### src/sv/gda_pkg.sv
// ----------------------------------------------------------------------------
// gda_pkg
// Shared types, constants and small tables for the Gregorian date pipeline.
// ----------------------------------------------------------------------------
package gda_pkg;

  // Pipeline depths of the two converters
  localparam int unsigned LAT_JDN   = 4;
  localparam int unsigned LAT_CIVIL = 9;

  // Date used in place of an invalid one
  localparam logic [3:0]  DEF_MONTH = 4'd5;
  localparam logic [4:0]  DEF_DAY   = 5'd11;
  localparam logic [13:0] DEF_YEAR  = 14'd1959;

  // Day numbers of 1 January 1 and 31 December 9999
  localparam logic [22:0] JDN_MIN = 23'd1721426;
  localparam logic [22:0] JDN_MAX = 23'd5373484;

  // Validated date and its day number
  typedef struct packed {
    logic        ok;
    logic [3:0]  month;
    logic [4:0]  day;
    logic [13:0] year;
    logic [22:0] jdn;
  } jdn_res_t;

  // Calendar date rebuilt from a day number
  typedef struct packed {
    logic [3:0]  month;
    logic [4:0]  day;
    logic [13:0] year;
  } civil_res_t;

  // Fields that ride alongside the day-number-to-date pipeline
  typedef struct packed {
    logic        ok1;
    logic        ok2;
    logic [22:0] jdn;
    logic [3:0]  month;
    logic [4:0]  day;
    logic [13:0] year;
    logic        ovf;
    logic [22:0] diff;
    logic [2:0]  wd;
  } side_t;

  // Days in a month
  function automatic logic [4:0] month_len(input logic [3:0] month, input logic leap);
    logic [4:0] len;
    case (month)
      4'd2:                      len = leap ? 5'd29 : 5'd28;
      4'd4, 4'd6, 4'd9, 4'd11:   len = 5'd30;
      default:                   len = 5'd31;
    endcase
    return len;
  endfunction

  // 367 * (month - 2 + 12 * early) / 12
  function automatic logic [8:0] month_term(input logic [3:0] month);
    logic [8:0] t;
    case (month)
      4'd1:    t = 9'd336;
      4'd2:    t = 9'd367;
      4'd3:    t = 9'd30;
      4'd4:    t = 9'd61;
      4'd5:    t = 9'd91;
      4'd6:    t = 9'd122;
      4'd7:    t = 9'd152;
      4'd8:    t = 9'd183;
      4'd9:    t = 9'd214;
      4'd10:   t = 9'd244;
      4'd11:   t = 9'd275;
      4'd12:   t = 9'd305;
      default: t = 9'd0;
    endcase
    return t;
  endfunction

  // 2447 * j / 80, the day offset where shifted month j begins
  function automatic logic [8:0] day_base(input logic [3:0] j);
    logic [8:0] b;
    case (j)
      4'd0:    b = 9'd0;
      4'd1:    b = 9'd30;
      4'd2:    b = 9'd61;
      4'd3:    b = 9'd91;
      4'd4:    b = 9'd122;
      4'd5:    b = 9'd152;
      4'd6:    b = 9'd183;
      4'd7:    b = 9'd214;
      4'd8:    b = 9'd244;
      4'd9:    b = 9'd275;
      4'd10:   b = 9'd305;
      4'd11:   b = 9'd336;
      4'd12:   b = 9'd367;
      4'd13:   b = 9'd397;
      default: b = 9'd0;
    endcase
    return b;
  endfunction

endpackage

### src/sv/gda_jdn.sv
// ----------------------------------------------------------------------------
// gda_jdn
// Validates one date, substitutes the default date, and converts it to its
// Julian day number over four register stages.
// ----------------------------------------------------------------------------
module gda_jdn (
  input  logic                 clk,
  input  logic                 rst,
  input  logic                 in_valid,
  input  logic [3:0]           month,
  input  logic [4:0]           day,
  input  logic [13:0]          year,
  output logic                 out_valid,
  output gda_pkg::jdn_res_t    result
);

  // Stage A: capture the date, divide the year by 100
  logic        a_valid;
  logic [3:0]  a_month;
  logic [4:0]  a_day;
  logic [13:0] a_year;
  logic [7:0]  a_cent;
  logic [26:0] cent_prod;

  assign cent_prod = 27'(year) * 27'd5243;

  always_ff @(posedge clk) begin
    if (rst) begin
      a_valid <= 1'b0;
    end else begin
      a_valid <= in_valid;
    end
    a_month <= month;
    a_day   <= day;
    a_year  <= year;
    a_cent  <= cent_prod[26:19];
  end

  // Stage B: leap rule, range checks, default substitution
  logic        leap;
  logic        date_ok;
  logic [14:0] cent_x100;
  logic [3:0]  sel_month;
  logic [4:0]  sel_day;
  logic [13:0] sel_year;
  logic        early;

  always_comb begin
    cent_x100 = 15'(a_cent) * 15'd100;
    leap = (a_year[1:0] == 2'b00) &&
           (({1'b0, a_year} != cent_x100) || (a_cent[1:0] == 2'b00));
    date_ok = (a_year >= 14'd1) && (a_year <= 14'd9999) &&
              (a_month >= 4'd1) && (a_month <= 4'd12) &&
              (a_day >= 5'd1) && (a_day <= gda_pkg::month_len(a_month, leap));
    sel_month = date_ok ? a_month : gda_pkg::DEF_MONTH;
    sel_day   = date_ok ? a_day   : gda_pkg::DEF_DAY;
    sel_year  = date_ok ? a_year  : gda_pkg::DEF_YEAR;
    early     = (sel_month <= 4'd2);
  end

  logic        b_valid;
  logic        b_ok;
  logic [3:0]  b_month;
  logic [4:0]  b_day;
  logic [13:0] b_year;
  logic [13:0] b_yp;
  logic [13:0] b_yc;
  logic [8:0]  b_mt;

  always_ff @(posedge clk) begin
    if (rst) begin
      b_valid <= 1'b0;
    end else begin
      b_valid <= a_valid;
    end
    b_ok    <= date_ok;
    b_month <= sel_month;
    b_day   <= sel_day;
    b_year  <= sel_year;
    b_yp    <= sel_year + 14'd4800 - 14'(early);
    b_yc    <= sel_year + 14'd4900 - 14'(early);
    b_mt    <= gda_pkg::month_term(sel_month);
  end

  // Stage C: century count and the year, month and day terms
  logic [26:0] yc_prod;
  logic [23:0] part_sum;

  always_comb begin
    yc_prod  = 27'(b_yc) * 27'd5243;
    part_sum = 24'(b_yp) * 24'd365 + 24'(b_yp >> 2) + 24'(b_day) + 24'(b_mt) -
               24'd32075;
  end

  logic        c_valid;
  logic        c_ok;
  logic [3:0]  c_month;
  logic [4:0]  c_day;
  logic [13:0] c_year;
  logic [7:0]  c_cent;
  logic [23:0] c_sum;

  always_ff @(posedge clk) begin
    if (rst) begin
      c_valid <= 1'b0;
    end else begin
      c_valid <= b_valid;
    end
    c_ok    <= b_ok;
    c_month <= b_month;
    c_day   <= b_day;
    c_year  <= b_year;
    c_cent  <= yc_prod[26:19];
    c_sum   <= part_sum;
  end

  // Stage D: drop the century correction
  logic [9:0]  cent_x3;
  logic [23:0] jdn_full;

  always_comb begin
    cent_x3  = 10'(c_cent) * 10'd3;
    jdn_full = c_sum - 24'(cent_x3[9:2]);
  end

  always_ff @(posedge clk) begin
    if (rst) begin
      out_valid <= 1'b0;
    end else begin
      out_valid <= c_valid;
    end
    result.ok    <= c_ok;
    result.month <= c_month;
    result.day   <= c_day;
    result.year  <= c_year;
    result.jdn   <= jdn_full[22:0];
  end

endmodule

### src/sv/gda_civil.sv
// ----------------------------------------------------------------------------
// gda_civil
// Converts a Julian day number back to a Gregorian date over nine register
// stages; both wide divisions are reciprocal estimates with one correction.
// ----------------------------------------------------------------------------
module gda_civil (
  input  logic                  clk,
  input  logic                  rst,
  input  logic                  in_valid,
  input  logic [22:0]           jdn,
  output logic                  out_valid,
  output gda_pkg::civil_res_t   result
);

  logic [gda_pkg::LAT_CIVIL-2:0] vld;

  // Advance the valid bits with the data
  always_ff @(posedge clk) begin
    if (rst) begin
      vld       <= '0;
      out_valid <= 1'b0;
    end else begin
      vld       <= {vld[gda_pkg::LAT_CIVIL-3:0], in_valid};
      out_valid <= vld[gda_pkg::LAT_CIVIL-2];
    end
  end

  // Stage 1: shift the day number, estimate 4l / 146097
  logic [22:0] l0;
  logic [32:0] n_prod;
  logic [22:0] s1_l;
  logic [7:0]  s1_n0;

  always_comb begin
    l0     = jdn + 23'd68569;
    n_prod = 33'({l0, 2'b00}) * 33'd229;
  end

  always_ff @(posedge clk) begin
    s1_l  <= l0;
    s1_n0 <= n_prod[32:25];
  end

  // Stage 2: correct the 400-year count
  logic [25:0] n_rem;
  logic [22:0] s2_l;
  logic [7:0]  s2_n;

  assign n_rem = 26'({s1_l, 2'b00}) - 26'(s1_n0) * 26'd146097;

  always_ff @(posedge clk) begin
    s2_l <= s1_l;
    s2_n <= s1_n0 + 8'(n_rem >= 26'd146097);
  end

  // Stage 3: days within the 400-year cycle
  logic [25:0] cyc_days;
  logic [22:0] l2_full;
  logic [16:0] s3_l2;
  logic [7:0]  s3_n;

  always_comb begin
    cyc_days = (26'(s2_n) * 26'd146097 + 26'd3) >> 2;
    l2_full  = s2_l - cyc_days[22:0];
  end

  always_ff @(posedge clk) begin
    s3_l2 <= l2_full[16:0];
    s3_n  <= s2_n;
  end

  // Stage 4: scale for the year-in-cycle division
  logic [28:0] s4_x;
  logic [16:0] s4_l2;
  logic [7:0]  s4_n;

  always_ff @(posedge clk) begin
    s4_x  <= (29'(s3_l2) + 29'd1) * 29'd4000;
    s4_l2 <= s3_l2;
    s4_n  <= s3_n;
  end

  // Stage 5: estimate x / 1461001
  logic [36:0] i_prod;
  logic [8:0]  s5_i0;
  logic [28:0] s5_x;
  logic [16:0] s5_l2;
  logic [7:0]  s5_n;

  assign i_prod = 37'(s4_x) * 37'd183;

  always_ff @(posedge clk) begin
    s5_i0 <= i_prod[36:28];
    s5_x  <= s4_x;
    s5_l2 <= s4_l2;
    s5_n  <= s4_n;
  end

  // Stage 6: correct the year in cycle
  logic [29:0] i_rem;
  logic [8:0]  s6_i;
  logic [16:0] s6_l2;
  logic [7:0]  s6_n;

  assign i_rem = 30'(s5_x) - 30'(s5_i0) * 30'd1461001;

  always_ff @(posedge clk) begin
    s6_i  <= s5_i0 + 9'(i_rem >= 30'd1461001);
    s6_l2 <= s5_l2;
    s6_n  <= s5_n;
  end

  // Stage 7: day within the shifted year
  logic [17:0] l3_full;
  logic [17:0] yr_days;
  logic [9:0]  s7_l3;
  logic [8:0]  s7_i;
  logic [7:0]  s7_n;

  always_comb begin
    yr_days = (18'(s6_i) * 18'd1461) >> 2;
    l3_full = 18'(s6_l2) - yr_days + 18'd31;
  end

  always_ff @(posedge clk) begin
    s7_l3 <= l3_full[9:0];
    s7_i  <= s6_i;
    s7_n  <= s6_n;
  end

  // Stage 8: month index by comparing against each month start
  logic [3:0]  j_cnt;
  logic [3:0]  s8_j;
  logic [9:0]  s8_l3;
  logic [8:0]  s8_i;
  logic [7:0]  s8_n;

  always_comb begin
    j_cnt = 4'd0;
    for (int k = 1; k <= 13; k++) begin
      if (s7_l3 > 10'(gda_pkg::day_base(4'(k)))) begin
        j_cnt = j_cnt + 4'd1;
      end
    end
  end

  always_ff @(posedge clk) begin
    s8_j  <= j_cnt;
    s8_l3 <= s7_l3;
    s8_i  <= s7_i;
    s8_n  <= s7_n;
  end

  // Stage 9: assemble day, month and year
  logic        wrap;
  logic [9:0]  day_full;
  logic [15:0] year_full;

  always_comb begin
    wrap      = (s8_j >= 4'd11);
    day_full  = s8_l3 - 10'(gda_pkg::day_base(s8_j));
    year_full = 16'(s8_n) * 16'd100 - 16'd4900 + 16'(s8_i) + 16'(wrap);
  end

  always_ff @(posedge clk) begin
    result.day   <= day_full[4:0];
    result.month <= wrap ? s8_j - 4'd10 : s8_j + 4'd2;
    result.year  <= year_full[13:0];
  end

endmodule

### src/sv/gregorian_date_arithmetic.sv
// ----------------------------------------------------------------------------
// gregorian_date_arithmetic
// Julian day number, shift and weekday of one date; day difference of two.
// ----------------------------------------------------------------------------
// Usage:
//   Drive both dates and day_offset and raise start; the query transfers at
//   each rising edge where start is high and busy is low. busy is always low,
//   so one query can transfer in every cycle.
//   Each query yields one result, shown for exactly one cycle with done high,
//   after its transfer passes 4 stages of date check and day number, 1 stage
//   of shift, difference and weekday, 9 stages of day number to date, and 1
//   output stage. Throughput is one query per cycle.
//   Invalid dates are replaced by 11 May 1959 with the valid flag low. A shift
//   outside years 1 to 9999 raises shift_overflow and returns the first date.
//   Reset clears all valid bits; queries in flight are dropped and no done
//   follows. The receiver cannot stall, so nothing is ever held back.
// ----------------------------------------------------------------------------
module gregorian_date_arithmetic (
  input  logic               clk,
  input  logic               rst,
  input  logic               start,
  output logic               busy,
  input  logic [3:0]         date_month,
  input  logic [4:0]         date_day,
  input  logic [13:0]        date_year,
  input  logic [3:0]         other_month,
  input  logic [4:0]         other_day,
  input  logic [13:0]        other_year,
  input  logic signed [22:0] day_offset,
  output logic               done,
  output logic               first_valid,
  output logic               second_valid,
  output logic [22:0]        day_number,
  output logic [3:0]         shifted_month,
  output logic [4:0]         shifted_day,
  output logic [13:0]        shifted_year,
  output logic               shift_overflow,
  output logic signed [22:0] days_between,
  output logic [2:0]         weekday
);

  localparam int unsigned TOTAL_LAT = gda_pkg::LAT_JDN + gda_pkg::LAT_CIVIL + 2;

  assign busy = 1'b0;

  logic take;
  assign take = start && !busy;

  // Convert both dates
  logic               first_vld;
  logic               second_vld;
  gda_pkg::jdn_res_t  first_res;
  gda_pkg::jdn_res_t  second_res;

  gda_jdn u_first (
    .clk       (clk),
    .rst       (rst),
    .in_valid  (take),
    .month     (date_month),
    .day       (date_day),
    .year      (date_year),
    .out_valid (first_vld),
    .result    (first_res)
  );

  gda_jdn u_second (
    .clk       (clk),
    .rst       (rst),
    .in_valid  (take),
    .month     (other_month),
    .day       (other_day),
    .year      (other_year),
    .out_valid (second_vld),
    .result    (second_res)
  );

  // Hold the offset until the day numbers are ready
  logic signed [22:0] off_dly [gda_pkg::LAT_JDN];

  always_ff @(posedge clk) begin
    off_dly[0] <= day_offset;
    for (int k = 1; k < gda_pkg::LAT_JDN; k++) begin
      off_dly[k] <= off_dly[k-1];
    end
  end

  // Shift, range check, difference and weekday
  logic signed [24:0] js;
  logic               ovf;
  logic [23:0]        jdn_pad;
  logic [5:0]         oct_sum;
  logic [3:0]         fold1;
  logic [3:0]         fold2;
  logic [2:0]         wd;

  always_comb begin
    js  = $signed({2'b00, first_res.jdn}) + 25'(off_dly[gda_pkg::LAT_JDN-1]);
    ovf = (js < $signed({2'b00, gda_pkg::JDN_MIN})) ||
          (js > $signed({2'b00, gda_pkg::JDN_MAX}));
    // 8 is 1 mod 7: fold octal digits
    jdn_pad = {1'b0, first_res.jdn};
    oct_sum = 6'd0;
    for (int k = 0; k < 8; k++) begin
      oct_sum = oct_sum + 6'(jdn_pad[3*k +: 3]);
    end
    fold1 = 4'(oct_sum[5:3]) + 4'(oct_sum[2:0]);
    fold2 = 4'(fold1[3]) + 4'(fold1[2:0]);
    wd    = (fold2 >= 4'd7) ? 3'(fold2 - 4'd7) : fold2[2:0];
  end

  logic           e_valid;
  logic [22:0]    e_js;
  gda_pkg::side_t e_side;

  always_ff @(posedge clk) begin
    if (rst) begin
      e_valid <= 1'b0;
    end else begin
      e_valid <= first_vld;
    end
    e_js         <= js[22:0];
    e_side.ok1   <= first_res.ok;
    e_side.ok2   <= second_res.ok;
    e_side.jdn   <= first_res.jdn;
    e_side.month <= first_res.month;
    e_side.day   <= first_res.day;
    e_side.year  <= first_res.year;
    e_side.ovf   <= ovf;
    e_side.diff  <= second_res.jdn - first_res.jdn;
    e_side.wd    <= wd;
  end

  // Day number back to a date
  logic                 civil_vld;
  gda_pkg::civil_res_t  civil_res;

  gda_civil u_civil (
    .clk       (clk),
    .rst       (rst),
    .in_valid  (e_valid),
    .jdn       (e_js),
    .out_valid (civil_vld),
    .result    (civil_res)
  );

  // Carry the other fields alongside
  gda_pkg::side_t side_dly [gda_pkg::LAT_CIVIL];

  always_ff @(posedge clk) begin
    side_dly[0] <= e_side;
    for (int k = 1; k < gda_pkg::LAT_CIVIL; k++) begin
      side_dly[k] <= side_dly[k-1];
    end
  end

  // Output stage
  gda_pkg::side_t side_out;
  assign side_out = side_dly[gda_pkg::LAT_CIVIL-1];

  always_ff @(posedge clk) begin
    if (rst) begin
      done <= 1'b0;
    end else begin
      done <= civil_vld;
    end
    first_valid    <= side_out.ok1;
    second_valid   <= side_out.ok2;
    day_number     <= side_out.jdn;
    shift_overflow <= side_out.ovf;
    days_between   <= side_out.diff;
    weekday        <= side_out.wd;
    shifted_month  <= side_out.ovf ? side_out.month : civil_res.month;
    shifted_day    <= side_out.ovf ? side_out.day   : civil_res.day;
    shifted_year   <= side_out.ovf ? side_out.year  : civil_res.year;
  end

  // Checks
  a_latency: assert property (@(posedge clk) disable iff (rst)
    take |-> ##TOTAL_LAT done)
    else $error("result missing after query transfer");

  a_lanes_aligned: assert property (@(posedge clk) disable iff (rst)
    first_vld == second_vld)
    else $error("date converters out of step");

  a_weekday: assert property (@(posedge clk) disable iff (rst)
    done |-> weekday <= 3'd6)
    else $error("weekday out of range");

  a_shift_date: assert property (@(posedge clk) disable iff (rst)
    done && !shift_overflow |-> (shifted_month >= 4'd1) && (shifted_month <= 4'd12) &&
                                (shifted_day >= 5'd1))
    else $error("shifted date malformed");

endmodule

### config.mk
export PLATFORM = sky130hd
export DESIGN_NAME = gregorian_date_arithmetic
export DESIGN_NICKNAME = d
export VERILOG_FILES = /design/src/sv/gda_pkg.sv /design/src/sv/gda_jdn.sv /design/src/sv/gda_civil.sv /design/src/sv/gregorian_date_arithmetic.sv
export SDC_FILE = /design/constraint.sdc
export NUM_CORES = 2
export LEC_CHECK = 0
export ABC_AREA = 1
export BUFFER_PORTS_ARGS = -buffer_cell sky130_fd_sc_hd__clkbuf_2
export CAP_MARGIN = 30
export CORE_AREA = 2 2 393 395
export DETAILED_ROUTE_END_ITERATION = 12
export DIE_AREA = 0 0 395 397
export GPL_ROUTABILITY_DRIVEN = 0
export PLACE_DENSITY_LB_ADDON = 0.1
export RECOVER_POWER = 25
export SYNTH_ARGS = -nofsm -noshare
export SYNTH_HDL_FRONTEND = slang
export SYNTH_SLANG_ARGS = --single-unit
export TNS_END_PERCENT = 5
### constraint.sdc
create_clock -name clk -period 13.05 [get_ports clk]
set_input_delay 0.6525 -clock clk [delete_from_list [all_inputs] [get_ports clk]]
set_output_delay 0.6525 -clock clk [all_outputs]
set_load 0.02 [all_outputs]
==> results.cfg <==
[floorplan]
fp.dieW_um = 395
die_area_sq_um = 156800
initial_core_util_pct = 54.62
floorplan.die.height_um = 397
num_rows = 144
i_o_pin_total = 149
core_area_sq_um = 153000

[timing]
final.setup_skew_ns = 0.03710
slew_headroom_pct = 34.65
setup_repair_after_global_routing_missed_its_margin = no
layout_min_cycle_time_ns = 8.123
final-max-slew-violation-count = 0
worstMarginPinSlew_ns = 0.9769
setup_total_negative_slack_ns = 0
final-hold-violation-count = 0
final-setup-viol-count = 0
fmaxAchievable_mhz = 123.1
min_period_over_period_pct = 62.24

[synth]
synthXorXnorAreaFrac_pct = 4.937
yosys_warnings = 0
synth-adder-area-share_pct = 37.94
simple_logic_cell_fraction_of_the_synthesized_area_pct = 6.847
synth.distinct_cells = 64
dominantRegCellSynth = sky130_fd_sc_hd__dfxtp_1
async_flop_share_pct = 0
synthesis.area_sq_um = 83550
netlist_instances = 7867
synth_mux_area_share_pct = 0.3744
synth_compound_gate_area_share_pct = 4.936
synth_area_per_cell_sq_um = 10.62
synth.ff_latch_count = 1557
synth_top_family_by_area = adder cells
yosysSeqAreaShare_pct = 37.31
number_of_flops_mapped_to_enable_cells_by_yosys = 0
mappedNetlistNets = 10003

[clock_network]
post_cts.repair.setup_buffers = 0
cts_sinks = 1557
tritoncts = done
cts_root_buf = sky130_fd_sc_hd__clkbuf_16
cts_max_path_buffers = 3
worst_setup_hold_path_clk_slew_ns = 0.06
clk_latency_ns = 0.78
cts_inserted_buffers = 154
cts.htree.levels = 4

[setup_path]
reg2reg_from = u_first.a_cent[4]$_DFF_P_
cp_top_family = compound AO/OA/AOI/OAI gates
critical_path_at_ns = 8.81
critical_path_peak_fanout = 23
crit_type = reg2reg
rr_worst_depth = 39
cell_count_along_the_critical_path = 39
critical_path.n_buffers_inverters = 4
critical-path-slowest-cell = sky130_fd_sc_hd__nor2_1
capture_point_of_the_worst_path = u_first.b_yp[13]$_DFF_P_
r2r_setup_slack_ns = 4.93
critical_path.startpoint_type = flop
crit-reg2reg-capture = u_first.b_yp[13]$_DFF_P_
end_kind = flop
worstPathRequired_ns = 13.74
path_common_cell = sky130_fd_sc_hd__ha_1
worstSetupStartpoint = u_first.a_cent[4]$_DFF_P_
critical_path.max_stage_delay_ns = 0.58

[global_route]
grt_pass1_wl_um = 263100
grtUsageTotal_pct = 20.81
grt_max_degree = 25
antenna_violations_before_repair = 4
grt_remaining_overflow = 0
grt_pass1_vias = 52286

[placed_design]
count_of_input_and_output_buffers = 147
dp_hpwl_um = 130600

[flow_run]
maxCapViolCount = 0

[route]
drtPass1Iterations = 5
drt.antenna.violating_nets = 0
num_vias = 50131
vias_per_cell = 4.832
drcViolationCount = 0
drt_iter0_markers = 2204
route.detailed.wl_per_inst_um = 15.17
postRouteWirelength_um = 157400

[finish]
post_route_cells_drive_above_1_share_pct = 5.800
num-nets-final = 10337
final_core_util_pct = 60.50
area_delta_synth_final_pct = 10.76

[outcome]
run_status = finished clean

[hold_path]
hold_removal_path_class = in2reg
-- worst min-delay path by stage --
stage | startpoint | to | depth (start not counted)
2_1_floorplan | side_dly[0][650]$_DFF_P_ | day_number[0]$_DFF_P_ | 0
3_3_place_gp | side_dly[0][575]$_DFF_P_ | side_dly[0][650]$_DFF_P_ | 0
3_5_place_dp | side_dly[0][667]$_DFF_P_ | day_number[17]$_DFF_P_ | 0
4_1_cts | start | u_first.a_valid$_SDFF_PP0_ | 3
5_1_grt | start | u_first.a_valid$_SDFF_PP0_ | 3
6_report | start | u_first.a_valid$_SDFF_PP0_ | 3
-- cells by family (layout without fill, tap and decap cells) --
logic type | after synthesis | count (layout)
adders and majority gates | 2064 | 2064
buffers and inverters | 1702 | 2162
DFF | 1557 | 1557
and+or+nand+nor | 1313 | 1313
AOI/OAI and AO/OA | 731 | 731
xor gates and xnor gates | 471 | 471
muxes | 28 | 28
other | 1 | 4
-- sequential cells by signal (all words and copies together) (netlist names), 23 cells and up, named ones only --
name and flops:
day_number 23, u_civil.s1_l 23, u_civil.s4_x 24, u_civil.result 23, side_dly 675, u_first.c_sum 23
e_js 23, off_dly 92, days_between 23, u_civil.s5_x 24, e_side 75, u_first.result 47
u_second.result 24, u_second.c_sum 23
-- through the flow --
step / worst slack (ns) / hold slack, ns / instance area [sq um] / instances
2_1_floorplan: 5.780 / 0.3096 / 83550 / 7867
3_3_place_gp: 5.254 / 0.3097 / 86810 / 10046
3_5_place_dp: 5.023 / 0.3121 / 86820 / 10048
4_1_cts: 4.981 / 0.02747 / 92570 / 10371
5_1_grt: 4.218 / 0.06115 / 92540 / 10373
6_report: 4.927 / 0.09043 / 92540 / 10374
-- cells in the final DEF (no fill, tap or decap), drive strengths merged, types with 27 or more instances in the layout --
master / instances
a21oi: 375
xnor2: 140
clkinv: 39
dfxtp: 1557
clkbuf: 350
nand2: 682
o21ai: 181
o21bai: 30
ha: 1282
inv: 1696
nor2: 284
fa: 782
dlygate4sd3: 41
nor3: 55
a211oi: 27
xor2: 331
nand4: 46
nand3: 185
-- metal layers --
layer	global-route usage, %	wire length [um]	vias up
li1	-	-	25392
met1	26.92	71510	23839
met2	36.51	77320	672
met3	2.470	4289	228
met4	6.236	4268	0
met5	0	0	-
-- area by class of cell --
type	instances	area, sq um
timing repair buffer	195	1162
clock inverter	79	1005
fill	12789	60430
clock buffer	203	4332
multi-input combinational	4608	45980
antenna	3	7.507
sequential	1557	31170
tap	2044	2557
inverter	1685	6325
-- worst min-delay path, cell delays in order --
cell                       delay [ns]
sky130_fd_sc_hd__clkbuf_2        0.08
sky130_fd_sc_hd__inv_1           0.04
sky130_fd_sc_hd__nor2_1          0.03
-- repair_timing --
item | CTS | global route
setup endpoints to repair | 0 | 0
endpoints found under the hold margin | 41 | 0
gates resized for setup | 0 | 0
hold buffers | 41 | 0
-- cells in the mapped netlist, drive strengths merged (2+ instances only) --
library cell	count	area share, %
a2111oi	2	0.021
a211o	2	0.021
a211oi	27	0.24
a21boi	7	0.063
a21o	22	0.20
a21oi	375	2.3
a221oi	4	0.042
a31o	2	0.021
a31oi	23	0.17
a41oi	4	0.042
and3	3	0.022
buf	6	0.037
clkbuf	11	0.049
dfxtp	1557	37
fa	782	19
ha	1282	19
inv	1684	7.6
mux2	26	0.35
mux2i	2	0.024
nand2	682	3.2
nand3	185	1.2
nand3b	12	0.11
nand4	46	0.34
nor2	284	1.3
nor3	55	0.34
nor3b	5	0.045
nor4	20	0.15
o2111ai	4	0.042
o211a	2	0.024
o211ai	7	0.063
o21a	5	0.045
o21ai	181	1.1
o21bai	30	0.28
o221ai	9	0.094
o22ai	4	0.030
o311ai	4	0.042
o31ai	15	0.13
or2	17	0.13
xnor2	140	1.5
xor2	331	3.5
Power is not shown: default switching activity piles up to over one toggle a cycle in this logic, so the estimate is an artifact.
